===== config.mk =====
export PLATFORM = sky130hd
export DESIGN_NAME = joystick_sample_calibrate_normalise_unit_flat
export DESIGN_NICKNAME = d
export VERILOG_FILES = /design/src/sv/jscn_pkg.sv /design/src/sv/jscn_in_if.sv /design/src/sv/jscn_out_if.sv /design/src/sv/joystick_sample_calibrate_normalise_unit.sv /design/src/flat_wrapper.sv
export SDC_FILE = /design/constraint.sdc
export NUM_CORES = 1
export LEC_CHECK = 0
export BUFFER_PORTS_ARGS = -buffer_cell sky130_fd_sc_hd__buf_2
export CAP_MARGIN = 40
export CORE_UTILIZATION = 45
export DETAILED_ROUTE_END_ITERATION = 10
export GPL_TIMING_DRIVEN = 0
export PLACE_DENSITY_LB_ADDON = 0.12
export RECOVER_POWER = 25
export SKIP_CTS_REPAIR_TIMING = 1
export SKIP_LAST_GASP = 1
export SYNTH_ARGS = -nofsm -noshare
export SYNTH_HDL_FRONTEND = slang
export SYNTH_SLANG_ARGS = --single-unit

===== constraint.sdc =====
create_clock -name clk -period 5.4 [get_ports clk]
set_input_delay 1.35 -clock clk [delete_from_list [all_inputs] [get_ports clk]]
set_output_delay 1.35 -clock clk [all_outputs]
set_load 0.01 [all_outputs]

===== src/sv/jscn_pkg.sv =====
// Shared constants and types for the joystick sample calibrate/normalize block.
// Used by the channel interfaces and the top level; depends on nothing.
package jscn_pkg;

  localparam int SampleW = 12;
  localparam int ByteW   = 8;
  localparam int ProdW   = 2 * SampleW;
  localparam int CntW    = $clog2(SampleW);

  localparam int                FailW     = 3;
  localparam logic [FailW-1:0]  FailSat   = 3'd7;
  localparam logic [FailW-1:0]  SlowLevel = 3'd5;

  localparam int                  CfgIdxW    = 2;
  localparam int                  CfgDataW   = SampleW;
  localparam logic [CfgIdxW-1:0]  CfgAxisMin = 2'd0;
  localparam logic [CfgIdxW-1:0]  CfgAxisMax = 2'd1;
  localparam logic [CfgIdxW-1:0]  CfgCalEn   = 2'd2;

  typedef logic [SampleW-1:0] sample_t;
  typedef logic [ByteW-1:0]   byte_t;

endpackage


===== src/sv/jscn_in_if.sv =====
// Input channel: one poll result (flag plus four received bytes) with valid/ready.
// Depends on jscn_pkg.
interface jscn_in_if import jscn_pkg::*; ();
  logic  valid;
  logic  ready;
  logic  read_ok;
  byte_t y_high_byte;
  byte_t y_low_byte;
  byte_t x_high_byte;
  byte_t x_low_byte;

  modport source (output valid, read_ok, y_high_byte, y_low_byte, x_high_byte, x_low_byte,
                  input ready);
  modport sink   (input valid, read_ok, y_high_byte, y_low_byte, x_high_byte, x_low_byte,
                  output ready);
endinterface


===== src/sv/jscn_out_if.sv =====
// Result channel: normalized position and poll status with valid/ready.
// Depends on jscn_pkg.
interface jscn_out_if import jscn_pkg::*; ();
  logic    valid;
  logic    ready;
  logic    event_valid;
  sample_t x_out;
  sample_t y_out;
  logic    slow_poll;

  modport source (output valid, event_valid, x_out, y_out, slow_poll, input ready);
  modport sink   (input valid, event_valid, x_out, y_out, slow_poll, output ready);
endinterface


===== src/sv/joystick_sample_calibrate_normalise_unit.sv =====
// Joystick sample calibration and normalization, top level.
// Depends on jscn_pkg, jscn_in_if and jscn_out_if.
//
// Each accepted item is one poll result: a success flag and four bytes (Y high,
// Y low, X high, X low). A good read unpacks 12-bit Y and X, clamps each to
// [axis_min, axis_max] and maps it piecewise-linearly so that the rest center
// lands on (axis_min + axis_max) / 2 while the limits map to themselves. With
// calibrate_enable armed, the first good sample becomes the rest center; any
// write to calibrate_enable drops a captured center. A center at or beyond a
// limit passes through as the axis result. A failed read returns a zero
// position with event_valid low; consecutive failures are counted (saturating
// at 7) and slow_poll is raised from five on. Exactly one result per item.
// Steps: a failed read goes from accept straight to the done state and the
// output register. A good read runs setup, multiply and 12 divide steps for
// X and then for Y; an axis whose center sits on a limit skips its multiply
// and divide. One shared multiply and 12-step restoring divider serve X and
// then Y. The input is not ready while an item is in work; the output register
// lets the next item in while a result still waits.
module joystick_sample_calibrate_normalise_unit import jscn_pkg::*; (
  input  logic                clk,
  input  logic                rst_n,
  jscn_in_if.sink             in_s,
  jscn_out_if.source          out_s,
  input  logic                cfg_we,
  input  logic [CfgIdxW-1:0]  cfg_idx,
  input  logic [CfgDataW-1:0] cfg_wdata
);

  typedef enum logic [2:0] {
    ST_IDLE,
    ST_SETUP,
    ST_MUL,
    ST_DIV,
    ST_DONE
  } state_t;

  state_t     state_r;

  // configuration
  sample_t    axis_min_r;
  sample_t    axis_max_r;
  logic       cal_en_r;

  // persistent state
  logic       captured_r;
  sample_t    center_x_r;
  sample_t    center_y_r;
  logic [FailW-1:0] fail_cnt_r;

  // per-item working registers
  logic       ok_r;
  logic       slow_r;
  sample_t    samp_x_r;
  sample_t    samp_y_r;
  logic       ax_sel_r;     // 0: X in work, 1: Y in work
  sample_t    op_a_r;
  sample_t    op_b_r;
  sample_t    den_r;
  sample_t    base_r;
  sample_t    num_r;        // low half of the dividend, shifted out MSB first
  sample_t    rem_r;
  sample_t    quo_r;
  logic [CntW-1:0] cnt_r;
  sample_t    res_x_r;
  sample_t    res_y_r;

  // output register
  logic       out_valid_r;
  logic       out_ok_r;
  sample_t    out_x_r;
  sample_t    out_y_r;
  logic       out_slow_r;

  logic                  in_acc;
  logic [2*ByteW-1:0]    raw_x;
  logic [2*ByteW-1:0]    raw_y;
  logic [FailW-1:0]      fail_nxt;
  logic [SampleW:0]      lim_sum;
  sample_t               mid;
  sample_t               v_sel;
  sample_t               c_sel;
  sample_t               v_clamp;
  logic                  at_limit;
  logic                  upper;
  logic [ProdW-1:0]      prod;
  logic [SampleW:0]      trial;
  logic                  fits;
  logic [SampleW:0]      trial_sub;
  sample_t               rem_step;
  sample_t               quo_step;
  sample_t               div_res;
  logic                  fin_valid;
  sample_t               fin_val;
  logic                  out_free;

  assign in_s.ready        = (state_r == ST_IDLE);
  assign in_acc            = in_s.valid && in_s.ready;

  assign out_s.valid       = out_valid_r;
  assign out_s.event_valid = out_ok_r;
  assign out_s.x_out       = out_x_r;
  assign out_s.y_out       = out_y_r;
  assign out_s.slow_poll   = out_slow_r;

  assign out_free = !out_valid_r || out_s.ready;

  // unpack: high byte then low byte, keep the sample bits
  assign raw_y = {in_s.y_high_byte, in_s.y_low_byte};
  assign raw_x = {in_s.x_high_byte, in_s.x_low_byte};

  always_comb begin
    if (in_s.read_ok) begin
      fail_nxt = '0;
    end else if (fail_cnt_r < FailSat) begin
      fail_nxt = fail_cnt_r + FailW'(1);
    end else begin
      fail_nxt = fail_cnt_r;
    end
  end

  // midpoint of the limits, also the target for the rest center
  assign lim_sum = {1'b0, axis_min_r} + {1'b0, axis_max_r};
  assign mid     = lim_sum[SampleW:1];

  // operand selection for the axis in work
  assign v_sel    = ax_sel_r ? samp_y_r : samp_x_r;
  assign c_sel    = captured_r ? (ax_sel_r ? center_y_r : center_x_r) : mid;
  assign at_limit = (c_sel <= axis_min_r) || (c_sel >= axis_max_r);

  always_comb begin
    if (v_sel > axis_max_r) begin
      v_clamp = axis_max_r;
    end else if (v_sel < axis_min_r) begin
      v_clamp = axis_min_r;
    end else begin
      v_clamp = v_sel;
    end
  end

  assign upper = v_clamp > c_sel;

  // shared multiplier
  assign prod = ProdW'(op_a_r) * ProdW'(op_b_r);

  // one restoring divide step; the quotient always fits in SampleW bits
  assign trial     = {rem_r, num_r[SampleW-1]};
  assign fits      = trial >= {1'b0, den_r};
  assign trial_sub = trial - {1'b0, den_r};
  assign rem_step  = fits ? trial_sub[SampleW-1:0] : trial[SampleW-1:0];
  assign quo_step  = {quo_r[SampleW-2:0], fits};
  assign div_res   = base_r + quo_step;

  // an axis result is ready: center on a limit, or last divide step
  assign fin_valid = ((state_r == ST_SETUP) && at_limit) ||
                     ((state_r == ST_DIV) && (cnt_r == '0));
  assign fin_val   = (state_r == ST_SETUP) ? c_sel : div_res;

  always_ff @(posedge clk) begin
    if (!rst_n) begin
      state_r     <= ST_IDLE;
      axis_min_r  <= '0;
      axis_max_r  <= '1;
      cal_en_r    <= 1'b0;
      captured_r  <= 1'b0;
      center_x_r  <= '0;
      center_y_r  <= '0;
      fail_cnt_r  <= '0;
      out_valid_r <= 1'b0;
    end else begin
      // configuration: writes must arrive only while idle; the block does not enforce it
      if (cfg_we) begin
        case (cfg_idx)
          CfgAxisMin: axis_min_r <= cfg_wdata[SampleW-1:0];
          CfgAxisMax: axis_max_r <= cfg_wdata[SampleW-1:0];
          CfgCalEn: begin
            cal_en_r   <= cfg_wdata[0];
            captured_r <= 1'b0;
          end
          default: ;
        endcase
      end

      // drop the held result once taken, unless a new one loads below
      if (out_s.ready && (state_r != ST_DONE)) begin
        out_valid_r <= 1'b0;
      end

      case (state_r)
        ST_IDLE: begin
          if (in_acc) begin
            ok_r       <= in_s.read_ok;
            fail_cnt_r <= fail_nxt;
            slow_r     <= (fail_nxt >= SlowLevel);
            ax_sel_r   <= 1'b0;
            if (in_s.read_ok) begin
              samp_x_r <= raw_x[SampleW-1:0];
              samp_y_r <= raw_y[SampleW-1:0];
              if (cal_en_r && !captured_r) begin
                center_x_r <= raw_x[SampleW-1:0];
                center_y_r <= raw_y[SampleW-1:0];
                captured_r <= 1'b1;
              end
              state_r <= ST_SETUP;
            end else begin
              res_x_r <= '0;
              res_y_r <= '0;
              state_r <= ST_DONE;
            end
          end
        end
        ST_SETUP: begin
          // pick the segment: above center scales into [mid, max], else [min, mid]
          if (!at_limit) begin
            if (upper) begin
              op_a_r <= v_clamp - c_sel;
              op_b_r <= axis_max_r - mid;
              den_r  <= axis_max_r - c_sel;
              base_r <= mid;
            end else begin
              op_a_r <= v_clamp - axis_min_r;
              op_b_r <= mid - axis_min_r;
              den_r  <= c_sel - axis_min_r;
              base_r <= axis_min_r;
            end
            state_r <= ST_MUL;
          end
        end
        ST_MUL: begin
          rem_r   <= prod[ProdW-1:SampleW];
          num_r   <= prod[SampleW-1:0];
          quo_r   <= '0;
          cnt_r   <= CntW'(SampleW - 1);
          state_r <= ST_DIV;
        end
        ST_DIV: begin
          rem_r <= rem_step;
          num_r <= {num_r[SampleW-2:0], 1'b0};
          quo_r <= quo_step;
          cnt_r <= cnt_r - CntW'(1);
        end
        ST_DONE: begin
          if (out_free) begin
            out_valid_r <= 1'b1;
            out_ok_r    <= ok_r;
            out_x_r     <= res_x_r;
            out_y_r     <= res_y_r;
            out_slow_r  <= slow_r;
            state_r     <= ST_IDLE;
          end
        end
        default: state_r <= ST_IDLE;
      endcase

      // store the axis result, then advance to Y or finish
      if (fin_valid) begin
        if (!ax_sel_r) begin
          res_x_r  <= fin_val;
          ax_sel_r <= 1'b1;
          state_r  <= ST_SETUP;
        end else begin
          res_y_r <= fin_val;
          state_r <= ST_DONE;
        end
      end
    end
  end

`ifndef SYNTHESIS
  a_fail_count: assert property (@(posedge clk) disable iff (!rst_n)
    (in_acc && !in_s.read_ok) |=>
      (($past(fail_cnt_r) == FailSat) ? (fail_cnt_r == FailSat)
                                      : (fail_cnt_r == $past(fail_cnt_r) + FailW'(1))))
    else $error("failure count did not step or saturate");

  a_div_rem: assert property (@(posedge clk) disable iff (!rst_n)
    (state_r == ST_DIV) |-> (rem_r < den_r))
    else $error("partial remainder not below divisor");

  a_res_range: assert property (@(posedge clk) disable iff (!rst_n)
    ((state_r == ST_DIV) && fin_valid) |-> (div_res <= axis_max_r))
    else $error("scaled result above axis_max");

  a_fail_zero: assert property (@(posedge clk) disable iff (!rst_n)
    (out_valid_r && !out_ok_r) |-> ((out_x_r == '0) && (out_y_r == '0)))
    else $error("failed read carries a nonzero position");

  a_capture: assert property (@(posedge clk) disable iff (!rst_n)
    captured_r |-> cal_en_r)
    else $error("center captured while calibration disarmed");
`endif

endmodule


===== src/flat_wrapper.sv =====
// flat-port wrapper written by rule: the top's interface ports become plain ports
module joystick_sample_calibrate_normalise_unit_flat import jscn_pkg::*;
  (clk, rst_n, cfg_we, cfg_idx, cfg_wdata, in_s_valid, in_s_read_ok, in_s_y_high_byte, in_s_y_low_byte, in_s_x_high_byte, in_s_x_low_byte, in_s_ready, out_s_valid, out_s_event_valid, out_s_x_out, out_s_y_out, out_s_slow_poll, out_s_ready);
  jscn_in_if in_s_i ();
  jscn_out_if out_s_i ();
  input  logic clk;
  input  logic rst_n;
  input  logic cfg_we;
  input  logic [CfgIdxW-1:0] cfg_idx;
  input  logic [CfgDataW-1:0] cfg_wdata;
  input wire logic [$bits(in_s_i.valid)-1:0] in_s_valid;
  input wire logic [$bits(in_s_i.read_ok)-1:0] in_s_read_ok;
  input wire logic [$bits(in_s_i.y_high_byte)-1:0] in_s_y_high_byte;
  input wire logic [$bits(in_s_i.y_low_byte)-1:0] in_s_y_low_byte;
  input wire logic [$bits(in_s_i.x_high_byte)-1:0] in_s_x_high_byte;
  input wire logic [$bits(in_s_i.x_low_byte)-1:0] in_s_x_low_byte;
  output wire logic [$bits(in_s_i.ready)-1:0] in_s_ready;
  output wire logic [$bits(out_s_i.valid)-1:0] out_s_valid;
  output wire logic [$bits(out_s_i.event_valid)-1:0] out_s_event_valid;
  output wire logic [$bits(out_s_i.x_out)-1:0] out_s_x_out;
  output wire logic [$bits(out_s_i.y_out)-1:0] out_s_y_out;
  output wire logic [$bits(out_s_i.slow_poll)-1:0] out_s_slow_poll;
  input wire logic [$bits(out_s_i.ready)-1:0] out_s_ready;
  assign in_s_i.valid = in_s_valid;
  assign in_s_i.read_ok = in_s_read_ok;
  assign in_s_i.y_high_byte = in_s_y_high_byte;
  assign in_s_i.y_low_byte = in_s_y_low_byte;
  assign in_s_i.x_high_byte = in_s_x_high_byte;
  assign in_s_i.x_low_byte = in_s_x_low_byte;
  assign in_s_ready = in_s_i.ready;
  assign out_s_valid = out_s_i.valid;
  assign out_s_event_valid = out_s_i.event_valid;
  assign out_s_x_out = out_s_i.x_out;
  assign out_s_y_out = out_s_i.y_out;
  assign out_s_slow_poll = out_s_i.slow_poll;
  assign out_s_i.ready = out_s_ready;
  joystick_sample_calibrate_normalise_unit u_core (.clk(clk), .rst_n(rst_n), .in_s(in_s_i), .out_s(out_s_i), .cfg_we(cfg_we), .cfg_idx(cfg_idx), .cfg_wdata(cfg_wdata));
endmodule

==> results of run 1 <==
stage by stage:
stage	area (um2)	setup TNS, ns	util [%]	hold slack [ns]
2_1_floorplan	18600	0	-	0.400
3_3_place_gp	19600	-250.66	48.1	0.407
3_5_place_dp	19700	-125.23	48.4	0.407
4_1_cts	20600	-128.34	50.5	0.421
5_1_grt	22400	-7.80	55.0	0.436
6_report	22400	-0.556	55.0	0.420
power by group:
part           total, W  switching (W)  internal [W]
Clock           0.00176       0.000744       0.00101
Sequential      0.00242       0.000107       0.00232
Combinational   0.00850        0.00479       0.00370
registers in the layout, summed over array words and instances (netlist names), 11 cells and up:
register and flops:
u_core.out_s.x_out 12, u_core.num_r 12, u_core.center_y_r 12, u_core.samp_y_r 12, u_core.rem_r 12, u_core.res_x_r 12, u_core.center_x_r 12, u_core.base_r 12
u_core.op_b_r 12, u_core.res_y_r 12, u_core.op_a_r 12, u_core.samp_x_r 12, u_core.den_r 12, u_core.axis_max_r 12, u_core.quo_r 11, u_core.out_s.y_out 12
u_core.axis_min_r 12
cells in the final DEF, fill, tap and decap left out, types with 12 or more instances in the layout:
master,instances
a21oi_1,131
buf_4,75
o21a_1,26
a21oi_2,16
o211ai_1,20
nand3_1,12
ha_1,176
nand2_4,17
clkbuf_1,60
edfxtp_1,164
nand4_1,16
and2_1,62
xnor2_1,57
a21o_1,32
nor2_1,108
nand2_1,262
nor3_1,28
xor2_1,37
buf_2,57
clkbuf_16,33
inv_1,208
nor2b_1,21
o21ai_2,17
dfxtp_1,51
buf_6,26
mux2i_1,50
nand2b_1,22
o21ai_1,14
fa_1,105
o21ai_0,67
layout make-up:
cell class                      count  share of cell area [%]
Clock buffer                       39                    3.49
Inverter                          217                    3.67
Tap cell                          532                    2.97
Multi-Input combinational cell   1482                    54.6
Clock inverter                     11                   0.363
Timing Repair Buffer              163                    5.37
Buffer                             72                    2.45
Sequential cell                   221                    27.1
final timing paths:
path	startpoint	to	slack, ns	cells after the start
max	u_core.op_a_r[2]	u_core.rem_r[11]	-0.23	22
min	u_core.slow_r	u_core.out_s.slow_poll	0.42	0
max reg2reg	u_core.op_a_r[2]	u_core.rem_r[11]	-0.23	22
min reg2reg	u_core.slow_r	u_core.out_s.slow_poll	0.42	0
per-layer routing:
layer  vias to the layer above  share of wire (%)
li1                       7197                  -
met2                       441                 46
met1                      7232                 44
met3                       111                5.4
met5                         -                  0
met4                         0                4.5
cell families (layout without fill, tap and decap cells):
group / after synthesis / count (layout) / share of synthesized area, %
compound gates: 400 / 400 / 13.0
xor+xnor: 103 / 103 / 4.86
fa+ha+maj: 302 / 302 / 24.7
buf+inv: 295 / 502 / 6.05
flops: 221 / 221 / 32.7
mux: 72 / 72 / 3.99
simple gates: 605 / 605 / 14.7
critical path, cell delays in order, from the launching register on:
cell	delay, ns
edfxtp_1	0.48
buf_6	0.15
buf_12	0.12
nand2_1	0.09
fa_2	0.40
fa_1	0.55
inv_1	0.06
fa_2	0.47
fa_1	0.54
inv_2	0.04
fa_1	0.50
inv_2	0.05
ha_4	0.28
nand4_1	0.14
nor2_4	0.16
o211ai_1	0.10
buf_4	0.17
a311oi_4	0.31
a31oi_2	0.16
o21bai_1	0.17
a21oi_1	0.10
xnor2_1	0.22
a21oi_1	0.09
==> impl_metrics.json, run 1 <==
{
  "synth-edff-count": 164,
  "synth.avg_cell_area_um2": 9.29,
  "worst_slack_ns": -0.231,
  "cts_max_path_buffers": 3,
  "drt_first_pass_iters": 5,
  "vias": 14981,
  "gr-usage-all-layers_pct": 25.1,
  "synth_top_cell_area_share_pct": 26.5,
  "end_kind": "flip-flop",
  "mappedNetlistArea_um2": 18600,
  "p_leak_nw": 9.76,
  "multi_input_comb_area_um2": 12200,
  "fp.dieH_um": 205,
  "first_iter_violations": 907,
  "synth_top_area_cell": "edfxtp_1",
  "power_w": 0.0127,
  "violations": "setup timing",
  "antenna_left": 0,
  "drc_errors": 0,
  "arrival_ns": 5.93,
  "initial_core_util_pct": 45.6,
  "insertedDiodeCount": 0,
  "synth_commonest_cells": "286 x nand2_1, 216 x inv_1, 189 x ha_1",
  "ys_ff_latch": 221,
  "relSlewSlack_pct": 2.32,
  "numCtsBuffers": 27,
  "hold_class": "reg2reg",
  "syn_nets": 2348,
  "gp_congestion": 0.938,
  "post-route-period-util_pct": 104,
  "finalNonFillerCells": 2737,
  "antenna_found_initial": 0,
  "drive_gt1_share_pct": 17.7,
  "ir_worst_vdd_v": 0.000524,
  "powerDensity_nw_per_um2": 565,
  "grt_pass1_vias": 14452,
  "worst_pin_slew_ns": 1.47,
  "ctsHtreeMaxLevel": 1,
  "netlist_instances": 1998,
  "cap_violations": 0,
  "nFillCells": 3699,
  "synth_warnings": 0,
  "rsz0062_at_grt": "yes",
  "clk_latency_ns": 0.57,
  "synth_area_leaders": "edfxtp_1 27%, ha_1 13%, fa_1 12%, dfxtp_1 6.1%, nand2_1 5.8%",
  "crit_type": "reg2reg",
  "cp.required_ns": 5.70,
  "hpwlAfterDp_um": 41500,
  "die_area_um2": 42100,
  "hold_viol": 0,
  "die_x_um": 205,
  "place_inst": 2611,
  "synth-async-reset-ratio_pct": 0,
  "crit_path_start_kind": "flip-flop",
  "grt_util_met1_pct": 34.3,
  "fin_crit_ns": 5.63,
  "cts_tree": "done",
  "fin_skew_ns": 0.0114,
  "grt_max_degree": 33,
  "num-nets-final": 2534,
  "grt_use_met2_pct": 41.3,
  "post-place-ws_ns": -1.44,
  "area_growth_pct": 20.8,
  "yosysSeqAreaShare_pct": 32.7,
  "finalSetupViolations": 13,
  "io_buffers": 71,
  "synth_most_common_cell": "nand2_1",
  "fmax_mhz": 178,
  "wire_per_inst_um": 19.7,
  "register_area_um2": 6080,
  "busiest_layer": "met2",
  "path_clk_slew_ns": 0.06,
  "std_cell_rows": 74,
  "cts.sink_count": 221,
  "wl_um": 53900,
  "root_buffer": "clkbuf_16",
  "top_level_ports": 80,
  "status": "complete, but fails checks",
  "crit_fanout": 8,
  "drv_slew": 0,
  "vias_per_cell": 5.47,
  "synth-main-ff-cell": "edfxtp_1",
  "ys_types": 64,
  "grt_pass1_wl_um": 80600,
  "grt_overflow": 0,
  "core_um2": 40700,
  "met3_usage_pct": 2.34
}
Note: power is estimated with default switching activity, not from simulation.
==> run 2, diff against run 1 <==
ABC_AREA = 1   (was not set)
==> impl_metrics.json, run 2 <==
{
  "crit_path_start_kind": "flip-flop",
  "gr-usage-all-layers_pct": 26.2,
  "placed_area_um2": 20000,
  "initial_core_util_pct": 45.9,
  "relSlewSlack_pct": -5.39,
  "r2r_start": "u_core.op_b_r[7]",
  "path_clk_slew_ns": 0.06,
  "grt_max_degree": 31,
  "synth_area_leaders": "edfxtp_1 26%, ha_1 13%, fa_1 12%, nand2_1 9.2%, inv_1 7.5%",
  "insertedDiodeCount": 0,
  "std_cell_rows": 74,
  "hold_start": "u_core.slow_r",
  "cts.sink_count": 221,
  "netlist_instances": 2278,
  "rr_worst_depth": 20,
  "drc_errors": 0,
  "drt_first_pass_iters": 5,
  "hold_class": "reg2reg",
  "worst_pin_slew_ns": 1.58,
  "finish.utilization_pct": 53.2,
  "crit_fanout": 5,
  "grt_overflow": 0,
  "cp.required_ns": 5.67,
  "mappedNetlistArea_um2": 18900,
  "die_area_um2": 42700,
  "synth_most_common_cell": "nand2_1",
  "first_iter_violations": 1301,
  "rrSetupSlack_ns": 0.14,
  "vias_per_cell": 5.36,
  "num-nets-final": 2797,
  "cts_max_path_buffers": 3,
  "core_um2": 41100,
  "hold-path-endpoint": "u_core.out_s.slow_poll",
  "die_x_um": 207,
  "synth_commonest_cells": "461 x nand2_1, 379 x inv_1, 202 x o21ai_0",
  "design_area_um2": 21900,
  "synth_top_area_cell": "edfxtp_1",
  "drv_slew": 27,
  "yosysSeqAreaShare_pct": 32.2,
  "synth-main-ff-cell": "edfxtp_1",
  "final_cell_mix": "454 x nand2_1, 370 x inv_1, 176 x ha_1, 167 x o21ai_0, 164 x edfxtp_1",
  "end_kind": "flip-flop",
  "drive_gt1_share_pct": 14.4,
  "antenna_found_initial": 0,
  "synth_warnings": 0,
  "fp.dieH_um": 207,
  "arrival_ns": 5.54,
  "synth.avg_cell_area_um2": 8.28,
  "fin_tns_setup_ns": 0,
  "p_leak_nw": 10.4,
  "rsz0062_at_grt": "yes",
  "ys_ff_latch": 221,
  "wire_per_inst_um": 18.7,
  "whs_path_depth": 0,
  "synth_top_cell_area_share_pct": 26.1,
  "fin_crit_ns": 5.26,
  "syn_nets": 2628,
  "powerDensity_nw_per_um2": 598,
  "post-route-period-util_pct": 97.4,
  "antenna_left": 0,
  "grt_pass1_vias": 15520,
  "fmax_mhz": 190,
  "hold_viol": 0,
  "finalSetupViolations": 0,
  "rr_endpoint": "u_core.rem_r[7]",
  "gp_congestion": 0.991,
  "ir_worst_vdd_v": 0.000523,
  "fin_skew_ns": 0.0383,
  "area_growth_pct": 16.0,
  "status": "complete, but fails checks",
  "ys_types": 50,
  "hpwlAfterDp_um": 44400,
  "final_common_cell": "nand2_1",
  "grt_pass1_wl_um": 85400,
  "cts_tree": "done",
  "nFillCells": 3909,
  "ctsHtreeMaxLevel": 1,
  "cap_violations": 1,
  "violations": "capacitance limit, slew limit",
  "numCtsBuffers": 26,
  "io_buffers": 71,
  "synth-async-reset-ratio_pct": 0,
  "root_buffer": "clkbuf_16",
  "crit_type": "reg2reg",
  "wl_um": 56200,
  "synth-edff-count": 164,
  "clk_latency_ns": 0.56,
  "vias": 16067,
  "top_level_ports": 80
}
## run 2: area by class of cell
type | instances | area, um2 | share of cell area (%)
Tap cell | 532 | 666 | 3.04
Timing Repair Buffer | 145 | 937 | 4.28
Inverter | 382 | 1440 | 6.60
Clock buffer | 35 | 746 | 3.41
Sequential cell | 221 | 6080 | 27.8
Multi-Input combinational cell | 1602 | 11400 | 52.3
Buffer | 69 | 492 | 2.25
Clock inverter | 12 | 81.3 | 0.372
## run 2: worst max-delay path: stages, from the launching register on
cell and delay [ns]:
edfxtp_1 0.53, buf_6 0.19, nand2_1 0.07, fa_1 0.44, fa_1 0.50, fa_1 0.50
inv_1 0.06, fa_1 0.53, inv_1 0.05, fa_1 0.55, inv_1 0.07, ha_4 0.29
nand2_2 0.09, o21ai_2 0.17, a21oi_2 0.07, o21ai_2 0.24, a21oi_2 0.10, o21ai_2 0.16
o21ai_0 0.08, a21oi_1 0.21, a21oi_1 0.06
## run 2: metrics by stage
stage,setup slack (ns),instances,hold slack (ns),total power [W]
after floorplan,0.299,2278,0.400,0.00764
after global placement,-1.51,2881,0.408,0.00967
after detailed placement,-0.798,2895,0.426,0.00975
after CTS,-0.837,2942,0.441,0.0115
after global routing,-0.0725,2998,0.442,0.0142
final,0.138,2998,0.436,0.0131
## run 2: logic make-up after synthesis
| logic type | count (synthesis) | share of synthesized area (%) |
|---|---|---|
| flip-flops | 221 | 32.2 |
| AO/OA/AOI/OAI | 459 | 13.5 |
| buffers and inverters | 455 | 9.45 |
| AND/OR/NAND/NOR | 768 | 17.2 |
| adder cells (fa/ha/maj) | 298 | 24.1 |
| XOR/XNOR | 72 | 3.34 |
| multiplexers | 5 | 0.265 |
## run 2: worst max-delay path by stage
| stage | startpoint | endpoint | slack (ns) | cells past startpoint |
|---|---|---|---|---|
| final | u_core.op_b_r[7] | u_core.rem_r[7] | 0.14 | 20 |
| after global routing | u_core.op_b_r[7] | u_core.rem_r[7] | -0.07 | 20 |
| after CTS | u_core.op_b_r[10] | u_core.rem_r[11] | -0.84 | 20 |
| after detailed placement | u_core.op_b_r[10] | u_core.rem_r[11] | -0.80 | 20 |
| after global placement | u_core.axis_min_r[1] | u_core.op_b_r[10] | -1.51 | 19 |
| after floorplan | u_core.op_b_r[5] | u_core.rem_r[1] | 0.30 | 17 |
## run 2: metal layers
layer / global-route usage (%) / wire length, um
met1: 35.0 / 24800
met2: 44.6 / 26900
met3: 2.86 / 2810
met4: 7.90 / 1720
met5: 0 / 0
## run 2: power breakdown
group          internal, W  switching, W  total [W]
clock network     0.000972      0.000731    0.00170
registers          0.00234      0.000115    0.00245
logic              0.00370       0.00524    0.00894
==> run 3, diff against run 2 <==
CELL_PAD_IN_SITES_DETAIL_PLACEMENT = 2   (was not set)
CELL_PAD_IN_SITES_GLOBAL_PLACEMENT = 2   (was not set)
CORE_UTILIZATION = 35   (was 45)
==> impl_metrics.json, run 3 (same netlist as run 2, synthesis figures left out) <==
{
  "vias": 16854,
  "hold_viol": 0,
  "powerDensity_nw_per_um2": 646,
  "rsz0062_at_grt": "yes",
  "grt_pass1_vias": 18327,
  "internal-power_w": 0.00770,
  "combinationalPowerShare_pct": 70.6,
  "grt_pass1_wl_um": 107000,
  "numCtsBuffers": 27,
  "hold_class": "reg2reg",
  "cp.required_ns": 5.70,
  "seq_power_share_pct": 16.8,
  "drv_slew": 27,
  "antenna_found_initial": 1,
  "status": "complete, but fails checks",
  "post-route-period-util_pct": 101,
  "startpoint": "u_core.op_b_r[3]",
  "crit_fanout": 6,
  "hold_ws_ns": 0.423,
  "path_clk_slew_ns": 0.06,
  "final_common_cell": "nand2_1",
  "rrSetupSlack_ns": -0.07,
  "root_buffer": "clkbuf_16",
  "fmax_mhz": 183,
  "post-place-ws_ns": -1.53,
  "vias_per_cell": 5.29,
  "crit_type": "reg2reg",
  "top_level_ports": 80,
  "nFillCells": 5889,
  "gp_congestion": 0.910,
  "final_cell_mix": "440 x nand2_1, 361 x inv_1, 170 x ha_1, 164 x edfxtp_1, 143 x o21ai_0",
  "place_inst": 3056,
  "arrival_ns": 5.78,
  "end_kind": "flip-flop",
  "gr-usage-all-layers_pct": 26.1,
  "wire_per_inst_um": 23.0,
  "hpwlAfterDp_um": 57600,
  "r2r_start": "u_core.op_b_r[3]",
  "std_cell_rows": 84,
  "num-nets-final": 2829,
  "rr_worst_depth": 23,
  "io_buffers": 71,
  "drive_gt1_share_pct": 17.5,
  "antenna_left": 0,
  "clk_latency_ns": 0.58,
  "fp.dieH_um": 234,
  "first_iter_violations": 806,
  "rr_endpoint": "u_core.rem_r[11]",
  "wl_um": 73200,
  "ir_worst_vdd_v": 0.000635,
  "drt_first_pass_iters": 8,
  "die_x_um": 234,
  "initial_core_util_pct": 35.7,
  "grt_max_degree": 27,
  "finalNonFillerCells": 3188,
  "cts_max_path_buffers": 3,
  "fin_tns_setup_ns": -0.0715,
  "grt_overflow": 0,
  "core_um2": 52900,
  "ctsHtreeMaxLevel": 1,
  "worst_slack_ns": -0.0715,
  "cts_tree": "done",
  "power_switching_w": 0.00702,
  "finalSetupViolations": 1,
  "p_leak_nw": 10.6,
  "worst_pin_slew_ns": 1.61,
  "switching_share_pct": 47.7,
  "cap_violations": 1,
  "crit_path_start_kind": "flip-flop",
  "drc_errors": 1,
  "cts.sink_count": 221,
  "die_area_um2": 54800,
  "violations": "DRC, capacitance limit, slew limit, setup timing",
  "pwr-share-clk_pct": 12.7,
  "fin_crit_ns": 5.47,
  "hold_start": "u_core.slow_r",
  "relSlewSlack_pct": -7.65,
  "insertedDiodeCount": 0,
  "area_growth_pct": 20.7,
  "cp-endpoint": "u_core.rem_r[11]",
  "fin_skew_ns": 0.0332,
  "power_w": 0.0147
}
run 3: worst min path at each step:
stage                                           to  cells after the start  slack, ns
final                       u_core.out_s.slow_poll                      0       0.42
after global routing        u_core.out_s.slow_poll                      0       0.45
after CTS                   u_core.out_s.slow_poll                      0       0.43
after detailed placement    u_core.out_s.slow_poll                      0       0.41
after global placement    u_core.out_s.event_valid                      0       0.41
after floorplan           u_core.out_s.event_valid                      0       0.40
run 3: per-layer routing:
layer | GRT usage [%] | wire length (um)
met3 | 2.98 | 2310
met5 | 0 | 0
met4 | 7.55 | 2760
met2 | 47.1 | 37200
met1 | 32.4 | 30900
run 3: metrics by stage:
stage | cell area, um2 | utilization [%]
3_3_place_gp | 20100 | 38.0
4_1_cts | 21100 | 40.0
2_1_floorplan | 18900 | -
5_1_grt | 22800 | 43.1
3_5_place_dp | 20300 | 38.3
6_report | 22800 | 43.1
run 3: worst max-delay path, stage by stage, from the launching register on:
cell and delay (ns):
edfxtp_1 0.54, buf_6 0.21, buf_4 0.13, nand2_1 0.10, fa_2 0.44, fa_1 0.53
inv_2 0.04, fa_1 0.49, fa_1 0.51, inv_1 0.07, fa_1 0.53, inv_1 0.06
ha_4 0.25, nand2_4 0.10, nor2_4 0.04, nand2_1 0.06, o211ai_1 0.10, nand2_1 0.11
nand3_2 0.15, a21oi_2 0.19, o21bai_1 0.13, buf_4 0.16, o21ai_4 0.16, o21ai_1 0.08
run 3: area by class of cell:
class	count	area [um2]	area share (%)
Clock buffer	35	736	3.23
Buffer	68	537	2.36
Multi-Input combinational cell	1602	11800	51.7
Inverter	382	1450	6.35
Timing Repair Buffer	177	1200	5.25
Clock inverter	15	155	0.681
Sequential cell	221	6070	26.7
Tap cell	688	861	3.78
run 3: power by group through the flow:
stage	Clock (W)	Sequential [W]	Combinational, W
3_3_place_gp	0	0.00249	0.00743
3_5_place_dp	0	0.00249	0.00781
4_1_cts	0.00190	0.00246	0.00784
5_1_grt	0.00196	0.00248	0.0114
6_report	0.00187	0.00247	0.0104
2_1_floorplan	0	0.00244	0.00520
